===== src/rtl/core/u8scan_pkg.sv =====
// ----------------------------------------------------------------------------
// u8scan_pkg
// Shared types and constants of the UTF-8 and nesting pre-scanner: the byte
// classification that the front end hands to the tracker, and result codes.
// ----------------------------------------------------------------------------
package u8scan_pkg;

  // Widths of the configuration registers, the write data, the byte count and code points.
  localparam int MaxBytesW   = 31;
  localparam int MaxNestW    = 11;
  localparam int CfgDataW    = 31;
  localparam int ByteCountW  = 32;
  localparam int CodeW       = 21;

  // Reset values of the configuration registers.
  localparam logic [MaxBytesW-1:0] MaxBytesReset = 31'h7FFF_FFFF;
  localparam logic [MaxNestW-1:0]  MaxNestReset  = 11'd64;

  // Queue between classifier and tracker.
  localparam int FifoDepth = 4;
  localparam int FifoAw    = $clog2(FifoDepth);

  // Code point limits for strict UTF-8.
  localparam logic [CodeW-1:0] CodeMax      = 21'h10FFFF;
  localparam logic [CodeW-1:0] SurrogateLo  = 21'h00D800;
  localparam logic [CodeW-1:0] SurrogateHi  = 21'h00DFFF;
  localparam logic [CodeW-1:0] Min2Byte     = 21'h000080;
  localparam logic [CodeW-1:0] Min3Byte     = 21'h000800;
  localparam logic [CodeW-1:0] Min4Byte     = 21'h010000;

  // Configuration register indexes.
  typedef enum logic [0:0] {
    CFG_MAX_BYTES   = 1'b0,
    CFG_MAX_NESTING = 1'b1
  } cfg_index_t;

  // Lexical role of one byte.
  typedef enum logic [2:0] {
    LEX_OTHER   = 3'd0,
    LEX_LF      = 3'd1,
    LEX_CR      = 3'd2,
    LEX_BSLASH  = 3'd3,
    LEX_QUOTE   = 3'd4,
    LEX_PERCENT = 3'd5,
    LEX_OPEN    = 3'd6,
    LEX_CLOSE   = 3'd7
  } lex_kind_t;

  // Latched lexical error.
  typedef enum logic [1:0] {
    LERR_NONE    = 2'd0,
    LERR_NEWLINE = 2'd1,
    LERR_NESTING = 2'd2
  } lex_err_t;

  typedef enum logic [1:0] {
    VERDICT_OK      = 2'd0,
    VERDICT_INVALID = 2'd1,
    VERDICT_LIMIT   = 2'd2
  } verdict_t;

  typedef enum logic [2:0] {
    CAUSE_NONE       = 3'd0,
    CAUSE_TOO_LONG   = 3'd1,
    CAUSE_NUL        = 3'd2,
    CAUSE_BAD_UTF8   = 3'd3,
    CAUSE_NL_STRING  = 3'd4,
    CAUSE_NESTING    = 3'd5,
    CAUSE_UNTERM_STR = 3'd6
  } cause_t;

  // One classified byte as queued between the front and back ends.
  typedef struct packed {
    logic       is_nul;
    logic       is_ascii;   // below 0x80
    logic       is_cont;    // continuation byte 10xxxxxx
    logic [1:0] lead_len;   // continuation bytes due after a lead, 0 if not a lead
    logic [4:0] lead_bits;  // payload bits of a lead byte
    logic [5:0] low6;       // payload bits of a continuation byte
    lex_kind_t  lex;
    logic       last;
  } byte_class_t;

endpackage


===== src/rtl/core/utf8_and_nesting_prescan.sv =====
// ----------------------------------------------------------------------------
// utf8_and_nesting_prescan
// Source-text pre-scanner: byte limit, NUL check, strict UTF-8 and nesting.
// ----------------------------------------------------------------------------
// Usage:
// The text arrives one byte per request on the s_ channel, tlast on its final
// byte. Every byte is checked; only the final byte yields a request on the m_
// channel carrying the verdict and its cause. After a final byte the scanner
// starts a new text with the next byte.
// A byte is classified on entry and written into a four-entry queue; the
// tracker takes one byte per cycle from that queue, and throughput is one byte
// per cycle, except while a final byte waits for a held verdict to be taken.
// With an empty queue, the final byte is written into the queue and then into
// the output register, which drives m_tvalid. When the receiver stalls, the
// verdict waits in the output register; bytes of the next text still flow until
// a second final byte reaches the tracker, and s_tready drops only once the
// queue is full. Configuration writes (cfg_we, cfg_index, cfg_data) take effect
// at once; the user must make them while no text is in flight, which the block
// does not enforce. Synchronous reset empties the queue, clears all per-text
// state and loads max_bytes = 0x7FFFFFFF, max_nesting = 64.
module utf8_and_nesting_prescan (
  input  logic                            clk,
  input  logic                            rst,
  // Configuration write port.
  input  logic                            cfg_we,
  input  u8scan_pkg::cfg_index_t          cfg_index,
  input  logic [u8scan_pkg::CfgDataW-1:0] cfg_data,
  // Byte input.
  input  logic                            s_tvalid,
  output logic                            s_tready,
  input  logic [7:0]                      s_tdata,   // [7:0] data_byte
  input  logic                            s_tlast,   // last_byte
  // Verdict output.
  output logic                            m_tvalid,
  input  logic                            m_tready,
  output logic [7:0]                      m_tdata    // [1:0] verdict, [4:2] cause, [7:5] zero
);
  import u8scan_pkg::*;

  byte_class_t in_cls;
  byte_class_t q_cls;
  logic        q_full;
  logic        q_valid;
  logic        q_pop;
  logic        push;
  verdict_t    res_verdict;
  cause_t      res_cause;

  assign s_tready = !q_full;
  assign push     = s_tvalid && s_tready;

  // Front end: classify the incoming byte.
  u8scan_classify u_classify (
    .data_byte (s_tdata),
    .last_byte (s_tlast),
    .cls       (in_cls)
  );

  // Queue between front and back ends.
  u8scan_fifo u_fifo (
    .clk       (clk),
    .rst       (rst),
    .push      (push),
    .push_data (in_cls),
    .full      (q_full),
    .pop       (q_pop),
    .not_empty (q_valid),
    .pop_data  (q_cls)
  );

  // Back end: per-text tracking and verdict.
  u8scan_track u_track (
    .clk         (clk),
    .rst         (rst),
    .cfg_we      (cfg_we),
    .cfg_index   (cfg_index),
    .cfg_data    (cfg_data),
    .item_valid  (q_valid),
    .item        (q_cls),
    .item_pop    (q_pop),
    .res_valid   (m_tvalid),
    .res_ready   (m_tready),
    .res_verdict (res_verdict),
    .res_cause   (res_cause)
  );

  // Pack the result fields.
  assign m_tdata = {3'b000, res_cause, res_verdict};

endmodule


===== src/rtl/core/u8scan_classify.sv =====
// ----------------------------------------------------------------------------
// u8scan_classify
// Front end: decodes each incoming byte into its UTF-8 and lexical class.
// ----------------------------------------------------------------------------
module u8scan_classify (
  input  logic [7:0]              data_byte,
  input  logic                    last_byte,
  output u8scan_pkg::byte_class_t cls
);
  import u8scan_pkg::*;

  always_comb begin
    // UTF-8 role of the byte.
    cls.is_nul    = (data_byte == 8'h00);
    cls.is_ascii  = (data_byte < 8'h80);
    cls.is_cont   = ((data_byte & 8'hC0) == 8'h80);
    cls.low6      = data_byte[5:0];
    cls.last      = last_byte;
    cls.lead_len  = 2'd0;
    cls.lead_bits = 5'd0;
    if (data_byte >= 8'hC2 && data_byte <= 8'hDF) begin
      cls.lead_len  = 2'd1;
      cls.lead_bits = data_byte[4:0];
    end else if (data_byte >= 8'hE0 && data_byte <= 8'hEF) begin
      cls.lead_len  = 2'd2;
      cls.lead_bits = {1'b0, data_byte[3:0]};
    end else if (data_byte >= 8'hF0 && data_byte <= 8'hF4) begin
      cls.lead_len  = 2'd3;
      cls.lead_bits = {2'b00, data_byte[2:0]};
    end

    // Lexical role of the byte.
    unique case (data_byte)
      8'h0A:                cls.lex = LEX_LF;
      8'h0D:                cls.lex = LEX_CR;
      8'h5C:                cls.lex = LEX_BSLASH;
      8'h22:                cls.lex = LEX_QUOTE;
      8'h25:                cls.lex = LEX_PERCENT;
      8'h28, 8'h5B, 8'h7B:  cls.lex = LEX_OPEN;
      8'h29, 8'h5D, 8'h7D:  cls.lex = LEX_CLOSE;
      default:              cls.lex = LEX_OTHER;
    endcase
  end

endmodule


===== src/rtl/core/u8scan_fifo.sv =====
// ----------------------------------------------------------------------------
// u8scan_fifo
// Short queue of classified bytes that decouples the front and back ends.
// ----------------------------------------------------------------------------
module u8scan_fifo (
  input  logic                    clk,
  input  logic                    rst,
  input  logic                    push,
  input  u8scan_pkg::byte_class_t push_data,
  output logic                    full,
  input  logic                    pop,
  output logic                    not_empty,
  output u8scan_pkg::byte_class_t pop_data
);
  import u8scan_pkg::*;

  byte_class_t         entries [FifoDepth];
  logic [FifoAw-1:0]   wr_ptr;
  logic [FifoAw-1:0]   rd_ptr;
  logic [FifoAw:0]     count;

  assign full      = (count == (FifoAw+1)'(FifoDepth));
  assign not_empty = (count != '0);
  assign pop_data  = entries[rd_ptr];

  // Storage is written without reset; only the pointers need clearing.
  always_ff @(posedge clk) begin
    if (push) begin
      entries[wr_ptr] <= push_data;
    end
  end

  // Pointer and fill count update.
  always_ff @(posedge clk) begin
    if (rst) begin
      wr_ptr <= '0;
      rd_ptr <= '0;
      count  <= '0;
    end else begin
      if (push) begin
        wr_ptr <= wr_ptr + FifoAw'(1);
      end
      if (pop) begin
        rd_ptr <= rd_ptr + FifoAw'(1);
      end
      if (push && !pop) begin
        count <= count + (FifoAw+1)'(1);
      end else if (pop && !push) begin
        count <= count - (FifoAw+1)'(1);
      end
    end
  end

endmodule


===== src/rtl/core/u8scan_track.sv =====
// ----------------------------------------------------------------------------
// u8scan_track
// Back end: follows UTF-8, comment, string and nesting state per byte and
// holds the verdict of a finished text in an output register.
// ----------------------------------------------------------------------------
module u8scan_track (
  input  logic                            clk,
  input  logic                            rst,
  input  logic                            cfg_we,
  input  u8scan_pkg::cfg_index_t          cfg_index,
  input  logic [u8scan_pkg::CfgDataW-1:0] cfg_data,
  input  logic                            item_valid,
  input  u8scan_pkg::byte_class_t         item,
  output logic                            item_pop,
  output logic                            res_valid,
  input  logic                            res_ready,
  output u8scan_pkg::verdict_t            res_verdict,
  output u8scan_pkg::cause_t              res_cause
);
  import u8scan_pkg::*;

  // Configuration registers.
  logic [MaxBytesW-1:0]  max_bytes;
  logic [MaxNestW-1:0]   max_nesting;

  // Per-text state.
  logic [ByteCountW-1:0] byte_count;
  logic                  nul_seen;
  logic                  utf8_bad;
  logic [1:0]            utf8_pending;
  logic [1:0]            utf8_length;
  logic [CodeW-1:0]      utf8_code;
  lex_err_t              lexical_error;
  logic                  in_comment;
  logic                  in_string;
  logic                  after_backslash;
  logic [MaxNestW-1:0]   nesting_depth;

  logic [ByteCountW-1:0] byte_count_next;
  logic                  nul_seen_next;
  logic                  utf8_bad_next;
  logic [1:0]            utf8_pending_next;
  logic [1:0]            utf8_length_next;
  logic [CodeW-1:0]      utf8_code_next;
  logic [CodeW-1:0]      code_shifted;
  lex_err_t              lexical_error_next;
  logic                  in_comment_next;
  logic                  in_string_next;
  logic                  after_backslash_next;
  logic [MaxNestW-1:0]   nesting_depth_next;
  logic [MaxNestW:0]     depth_inc;
  verdict_t              verdict_next;
  cause_t                cause_next;

  // A final byte needs a free output slot; other bytes always pass.
  assign item_pop = item_valid && (!item.last || !res_valid || res_ready);

  // Configuration writes.
  always_ff @(posedge clk) begin
    if (rst) begin
      max_bytes   <= MaxBytesReset;
      max_nesting <= MaxNestReset;
    end else if (cfg_we) begin
      unique case (cfg_index)
        CFG_MAX_BYTES:   max_bytes   <= cfg_data[MaxBytesW-1:0];
        CFG_MAX_NESTING: max_nesting <= cfg_data[MaxNestW-1:0];
        default: ;
      endcase
    end
  end

  // Byte count and NUL flag.
  always_comb begin
    byte_count_next = (byte_count == '1) ? byte_count : byte_count + ByteCountW'(1);
    nul_seen_next   = nul_seen || item.is_nul;
  end

  // UTF-8 decoder step; errors latch until the end of the text.
  always_comb begin
    utf8_bad_next     = utf8_bad;
    utf8_pending_next = utf8_pending;
    utf8_length_next  = utf8_length;
    utf8_code_next    = utf8_code;
    code_shifted      = {utf8_code[CodeW-7:0], item.low6};
    if (!utf8_bad) begin
      if (utf8_pending != 2'd0) begin
        if (!item.is_cont) begin
          utf8_bad_next = 1'b1;
        end else begin
          utf8_code_next    = code_shifted;
          utf8_pending_next = utf8_pending - 2'd1;
          // Sequence complete: reject overlong forms, surrogates and out of range.
          if (utf8_pending == 2'd1) begin
            if ((utf8_length == 2'd1 && code_shifted < Min2Byte) ||
                (utf8_length == 2'd2 && code_shifted < Min3Byte) ||
                (utf8_length == 2'd3 && code_shifted < Min4Byte) ||
                code_shifted > CodeMax ||
                (code_shifted >= SurrogateLo && code_shifted <= SurrogateHi)) begin
              utf8_bad_next = 1'b1;
            end
          end
        end
      end else if (!item.is_ascii) begin
        if (item.lead_len == 2'd0) begin
          utf8_bad_next = 1'b1;
        end else begin
          utf8_code_next    = {{(CodeW-5){1'b0}}, item.lead_bits};
          utf8_pending_next = item.lead_len;
          utf8_length_next  = item.lead_len;
        end
      end
    end
  end

  // Comment, string and nesting step; the first error latches.
  always_comb begin
    lexical_error_next   = lexical_error;
    in_comment_next      = in_comment;
    in_string_next       = in_string;
    after_backslash_next = after_backslash;
    nesting_depth_next   = nesting_depth;
    depth_inc            = {1'b0, nesting_depth} + (MaxNestW+1)'(1);
    if (lexical_error == LERR_NONE) begin
      if (in_comment) begin
        if (item.lex == LEX_LF) begin
          in_comment_next = 1'b0;
        end
      end else if (in_string) begin
        if (item.lex == LEX_LF || item.lex == LEX_CR) begin
          lexical_error_next = LERR_NEWLINE;
        end else if (after_backslash) begin
          after_backslash_next = 1'b0;
        end else if (item.lex == LEX_BSLASH) begin
          after_backslash_next = 1'b1;
        end else if (item.lex == LEX_QUOTE) begin
          in_string_next = 1'b0;
        end
      end else begin
        unique case (item.lex)
          LEX_PERCENT: in_comment_next = 1'b1;
          LEX_QUOTE:   in_string_next  = 1'b1;
          LEX_OPEN: begin
            if (depth_inc > {1'b0, max_nesting}) begin
              lexical_error_next = LERR_NESTING;
            end else begin
              nesting_depth_next = depth_inc[MaxNestW-1:0];
            end
          end
          LEX_CLOSE: begin
            if (nesting_depth != '0) begin
              nesting_depth_next = nesting_depth - MaxNestW'(1);
            end
          end
          default: ;
        endcase
      end
    end
  end

  // Verdict of a text ending with this byte, in order of precedence.
  always_comb begin
    verdict_next = VERDICT_OK;
    cause_next   = CAUSE_NONE;
    priority if (byte_count_next > {1'b0, max_bytes}) begin
      verdict_next = VERDICT_LIMIT;
      cause_next   = CAUSE_TOO_LONG;
    end else if (nul_seen_next) begin
      verdict_next = VERDICT_INVALID;
      cause_next   = CAUSE_NUL;
    end else if (utf8_bad_next || utf8_pending_next != 2'd0) begin
      verdict_next = VERDICT_INVALID;
      cause_next   = CAUSE_BAD_UTF8;
    end else if (lexical_error_next == LERR_NEWLINE) begin
      verdict_next = VERDICT_INVALID;
      cause_next   = CAUSE_NL_STRING;
    end else if (lexical_error_next == LERR_NESTING) begin
      verdict_next = VERDICT_LIMIT;
      cause_next   = CAUSE_NESTING;
    end else if (in_string_next) begin
      verdict_next = VERDICT_INVALID;
      cause_next   = CAUSE_UNTERM_STR;
    end else begin
      verdict_next = VERDICT_OK;
      cause_next   = CAUSE_NONE;
    end
  end

  // State update; a final byte returns the trackers to their reset state.
  always_ff @(posedge clk) begin
    if (rst || (item_pop && item.last)) begin
      byte_count      <= '0;
      nul_seen        <= 1'b0;
      utf8_bad        <= 1'b0;
      utf8_pending    <= 2'd0;
      utf8_length     <= 2'd0;
      utf8_code       <= '0;
      lexical_error   <= LERR_NONE;
      in_comment      <= 1'b0;
      in_string       <= 1'b0;
      after_backslash <= 1'b0;
      nesting_depth   <= '0;
    end else if (item_pop) begin
      byte_count      <= byte_count_next;
      nul_seen        <= nul_seen_next;
      utf8_bad        <= utf8_bad_next;
      utf8_pending    <= utf8_pending_next;
      utf8_length     <= utf8_length_next;
      utf8_code       <= utf8_code_next;
      lexical_error   <= lexical_error_next;
      in_comment      <= in_comment_next;
      in_string       <= in_string_next;
      after_backslash <= after_backslash_next;
      nesting_depth   <= nesting_depth_next;
    end
  end

  // Output register holding one verdict until it is taken.
  always_ff @(posedge clk) begin
    if (rst) begin
      res_valid <= 1'b0;
    end else if (item_pop && item.last) begin
      res_valid <= 1'b1;
    end else if (res_ready) begin
      res_valid <= 1'b0;
    end
  end

  always_ff @(posedge clk) begin
    if (item_pop && item.last) begin
      res_verdict <= verdict_next;
      res_cause   <= cause_next;
    end
  end

endmodule


===== config.mk =====
export PLATFORM = sky130hd
export DESIGN_NAME = utf8_and_nesting_prescan
export DESIGN_NICKNAME = d
export VERILOG_FILES = /design/src/rtl/core/u8scan_pkg.sv /design/src/rtl/core/utf8_and_nesting_prescan.sv /design/src/rtl/core/u8scan_classify.sv /design/src/rtl/core/u8scan_fifo.sv /design/src/rtl/core/u8scan_track.sv
export SDC_FILE = /design/constraint.sdc
export NUM_CORES = 1
export LEC_CHECK = 0
export BUFFER_PORTS_ARGS = -buffer_cell sky130_fd_sc_hd__buf_2
export CAP_MARGIN = 5
export CORE_UTILIZATION = 35
export DETAILED_ROUTE_END_ITERATION = 7
export PLACE_DENSITY_LB_ADDON = 0.08
export REMOVE_ABC_BUFFERS = 1
export SLEW_MARGIN = 5
export SYNTH_ARGS = -nofsm -noshare
export SYNTH_HDL_FRONTEND = slang
export SYNTH_SLANG_ARGS = --single-unit

===== constraint.sdc =====
create_clock -name clk -period 3.7 [get_ports clk]
set_input_delay 0.185 -clock clk [delete_from_list [all_inputs] [get_ports clk]]
set_output_delay 0.185 -clock clk [all_outputs]
set_load 0.02 [all_outputs]

==> run summary <==
CP top delay family -> simple AND/OR/NAND/NOR gates
Post-route cell area -> 12800 sq um
Fillers -> 2971
Met1 usage -> 22.41%
Critical Path AT -> 3.81 ns
Core area -> 29640 sq um
Multi-input logic area -> 5135 sq um
WP buf/inv -> 0
Starting density of the core -> 35.56%
Synthesized area per cell -> 9.915 sq um
Wirelength per Cell -> 15.58 microns
Worst Tran Pin Value -> 1.103 ns
Minimum clock period -> 3.423 ns
Cell Area, Placed -> 11540 sq um
Max stage delay on crit path -> 0.34 ns
Die area -> 30810 sq um
Outcome -> finished clean
Synth area leader -> edfxtp_1
Ys flop type -> dfxtp_1
Syn Inst Count -> 1063
Hold Vio Cnt, Final -> 0
Drt via density -> 4.957
ANT cells -> 0
Rows -> 63
Routed WL -> 24810 microns
M2 GR Usage -> 27.46%
H-Tree Depth -> 1
Detailed placement HPWL -> 17290 microns
RSZ-0062 raised after global routing -> no
Pre-CTS WS -> -0.2029 ns
Slew HR -> 26.47%
Post-synthesis sequential area ratio -> 47.20%
Die Y -> 175.5 microns
Vias in the first global route -> 7630
Clk slew on worst S/H paths -> 0.06 ns
Worst path slowest cell -> dfxtp_1
Post-synth top area share -> 24.22%
Type of the tightest min-delay check -> in2reg
Crit end category -> flop
Yosys cell types -> 80
Synth top area cells -> edfxtp_1, dfxtp_1, ha_1
Crit Path Max Fanout -> 5
Layout area overhead -> 21.43%
CTS max path bufs -> 3
Post-Syn Area -> 10540 sq um
Req. time, crit path -> 4.09 ns
Io pins -> 56
Max VDD drop -> 432.0 uV
First-pass GRT wire length -> 40480 microns
First-pass DRT Iterations -> 5
Post-layout net count -> 1285
Die W -> 175.5 microns
Leakage -> 5.175 nW
Fraction of registers with async set/reset -> 0%
Setup WS post-layout -> 0.2770 ns
CTS tree -> done
Later-pin clock latency in the skew report -> 0.53 ns
Layout cells sized above 1 -> 17.62%
Met3 Resource Use GR -> 2.186%
Skew final -> 0.02800 ns
Top achievable clock speed -> 292.1 MHz
Count of input and output buffers -> 52
Post-DRT Antenna Nets -> 0
1st-iter DRT viols -> 414
Max Slew Vio Count -> 0
Setup violators final -> 0
FF+latch area -> 4975 sq um
Critical-path cell list -> ha_2 > nand4_1 > nor3_2 > nand3_2 > and3_2 > nand3_1 > xnor2_1 > ha_1 > and3_1 > a221oi_1 > nor3_1 > a211oi_2 > o21ai_2 > a211o_1 > o2bb2ai_1
Synthesized flop and latch total -> 206
Worst hold margin -> 0.02950 ns
Startpoint types -> flop
Clock tree sinks -> 206
Max-cap violations -> 0
Vias -> 7897
Largest net degree at the start of global routing -> 58
Overall Power -> 0.007398 W
Initial antenna violation count -> 0
Pwr Density -> 578.0 nW/um^2
CTS root buf -> clkbuf_16
Drc violations -> 0
Syn. warnings -> 0
EDFF count, synth -> 85
Fin Setup TNS -> 0 ns
CTS Buf Count -> 24
Busiest grt layer -> met2
Total grt overflow -> 0
Routability cong. -> 0.7802
Critical path class -> reg2reg
Total track usage -> 16.39%
Fin crit share -> 92.51%
sequential cells by signal, summed over array words and instances (netlist names), 3 cells and up, named ones only:
name                   cells
u_track.max_bytes         31
u_track.max_nesting       11
u_track.byte_count        32
u_fifo.entries            80
u_track.utf8_code         15
u_fifo.count               3
u_track.nesting_depth     11
u_track.res_cause          3
kinds of logic after synthesis:
logic type / synth area share, %
other: 0.03558
AND/OR/NAND/NOR: 17.34
AO/OA/AOI/OAI: 13.00
multiplexers: 5.461
adder cells (fa/ha/maj): 6.482
buffers and inverters: 4.831
XOR/XNOR: 5.651
flip-flops: 47.20
per-stage QoR:
| stage | util, % | std cells |
|---|---|---|
| final | 43.18 | 1593 |
| after global routing | 43.18 | 1593 |
| after global placement | 38.93 | 1511 |
| after detailed placement | 38.93 | 1511 |
| after floorplan | - | 1007 |
| after CTS | 42.93 | 1591 |
power by group:
| group | internal [W] | switching (W) | leakage [nW] | total, W |
|---|---|---|---|---|
| logic | 0.000875 | 0.00128 | 3.01 | 0.00216 |
| registers | 0.00265 | 0.000162 | 1.76 | 0.00281 |
| clock network | 0.00148 | 0.000949 | 0.404 | 0.00243 |
final timing paths:
check                                      startpoint                             endpoint  slack (ns)  depth (start not counted)
setup / recovery   u_track.byte_count[1]$_SDFFE_PP0P_   u_track.res_cause[1]$_SDFFCE_PP0P_        0.28                         15
hold / removal                             s_tdata[1]       u_fifo.entries[2][5]$_DFFE_PP_        0.03                          1
setup reg to reg   u_track.byte_count[1]$_SDFFE_PP0P_   u_track.res_cause[1]$_SDFFCE_PP0P_        0.28                         15
hold reg to reg   u_track.max_nesting[4]$_SDFFE_PP0P_  u_track.max_nesting[4]$_SDFFE_PP0P_        0.46                          2
metal layers:
| metal | vias to the layer above | part of all wire (%) |
|---|---|---|
| met3 | 31 | 3.0 |
| li1 | 4063 | - |
| met4 | 0 | 2.0 |
| met1 | 3686 | 48 |
| met2 | 117 | 47 |
| met5 | - | 0 |
cells in the final DEF, fill, tap and decap left out, types with 7 or more instances in the layout:
cell           Yosys  routed
dlygate4sd3_1      0      36
clkbuf_16          0      24
dfxtp_1          121     121
a211o_1           34      34
nand2_1           79      79
ha_1              53      52
nor2_1           137     136
nand4_1           21      21
mux2i_1           11      11
a21oi_1           59      58
buf_2             15      52
xnor2_1           37      37
inv_1             63      63
o21ai_0           35      34
buf_4              4      60
nand3_1           23      22
edfxtp_1          85      85
a211oi_1           9       8
and3_1            15      14
xor2_1            31      31
mux4_2            19      19
and2_1            10       9
a21o_1             7       7
or3_1             17      17
a22oi_1           11      11
nor3_1            32      29
cell type report:
class                           count  share of cell area, %
Multi-Input combinational cell    737                  40.12
Sequential cell                   206                  38.87
Timing Repair Buffer              152                  8.926
Clock buffer                       32                  5.240
Tap cell                          390                  3.813
Inverter                           64                  1.877
Clock inverter                     12                  1.154
worst reg2reg max path: cells and delay by family, from the launching register on:
family,cells,cell delay [ns]
AO/OA/AOI/OAI,5,1.14
XOR/XNOR,1,0.14
adder cells (fa/ha/maj),2,0.46
flip-flops,1,0.34
AND/OR/NAND/NOR,7,1.23
cells in the mapped netlist, types with 5 or more instances:
master	number
nor2_1	137
dfxtp_1	121
edfxtp_1	85
nand2_1	79
inv_1	63
a21oi_1	59
ha_1	53
xnor2_1	37
o21ai_0	35
a211o_1	34
clkbuf_1	34
nor3_1	32
xor2_1	31
nand3_1	23
nand4_1	21
mux4_2	19
or3_1	17
and3_1	15
buf_2	15
a22oi_1	11
mux2i_1	11
and2_1	10
a211oi_1	9
nor4_1	8
a21o_1	7
nor2b_1	6
o211ai_1	6
nand2b_1	5
timing repair:
action / in CTS / in global routing
endpoints found under the setup margin: 5 / 5
pin swaps: 1 / 14
resized for setup: 3 / 14
hold buffers: 36 / 0
setup buffers: 0 / 2
hold endpoints to repair: 59 / 0
Note: power is estimated with default switching activity, not from simulation.
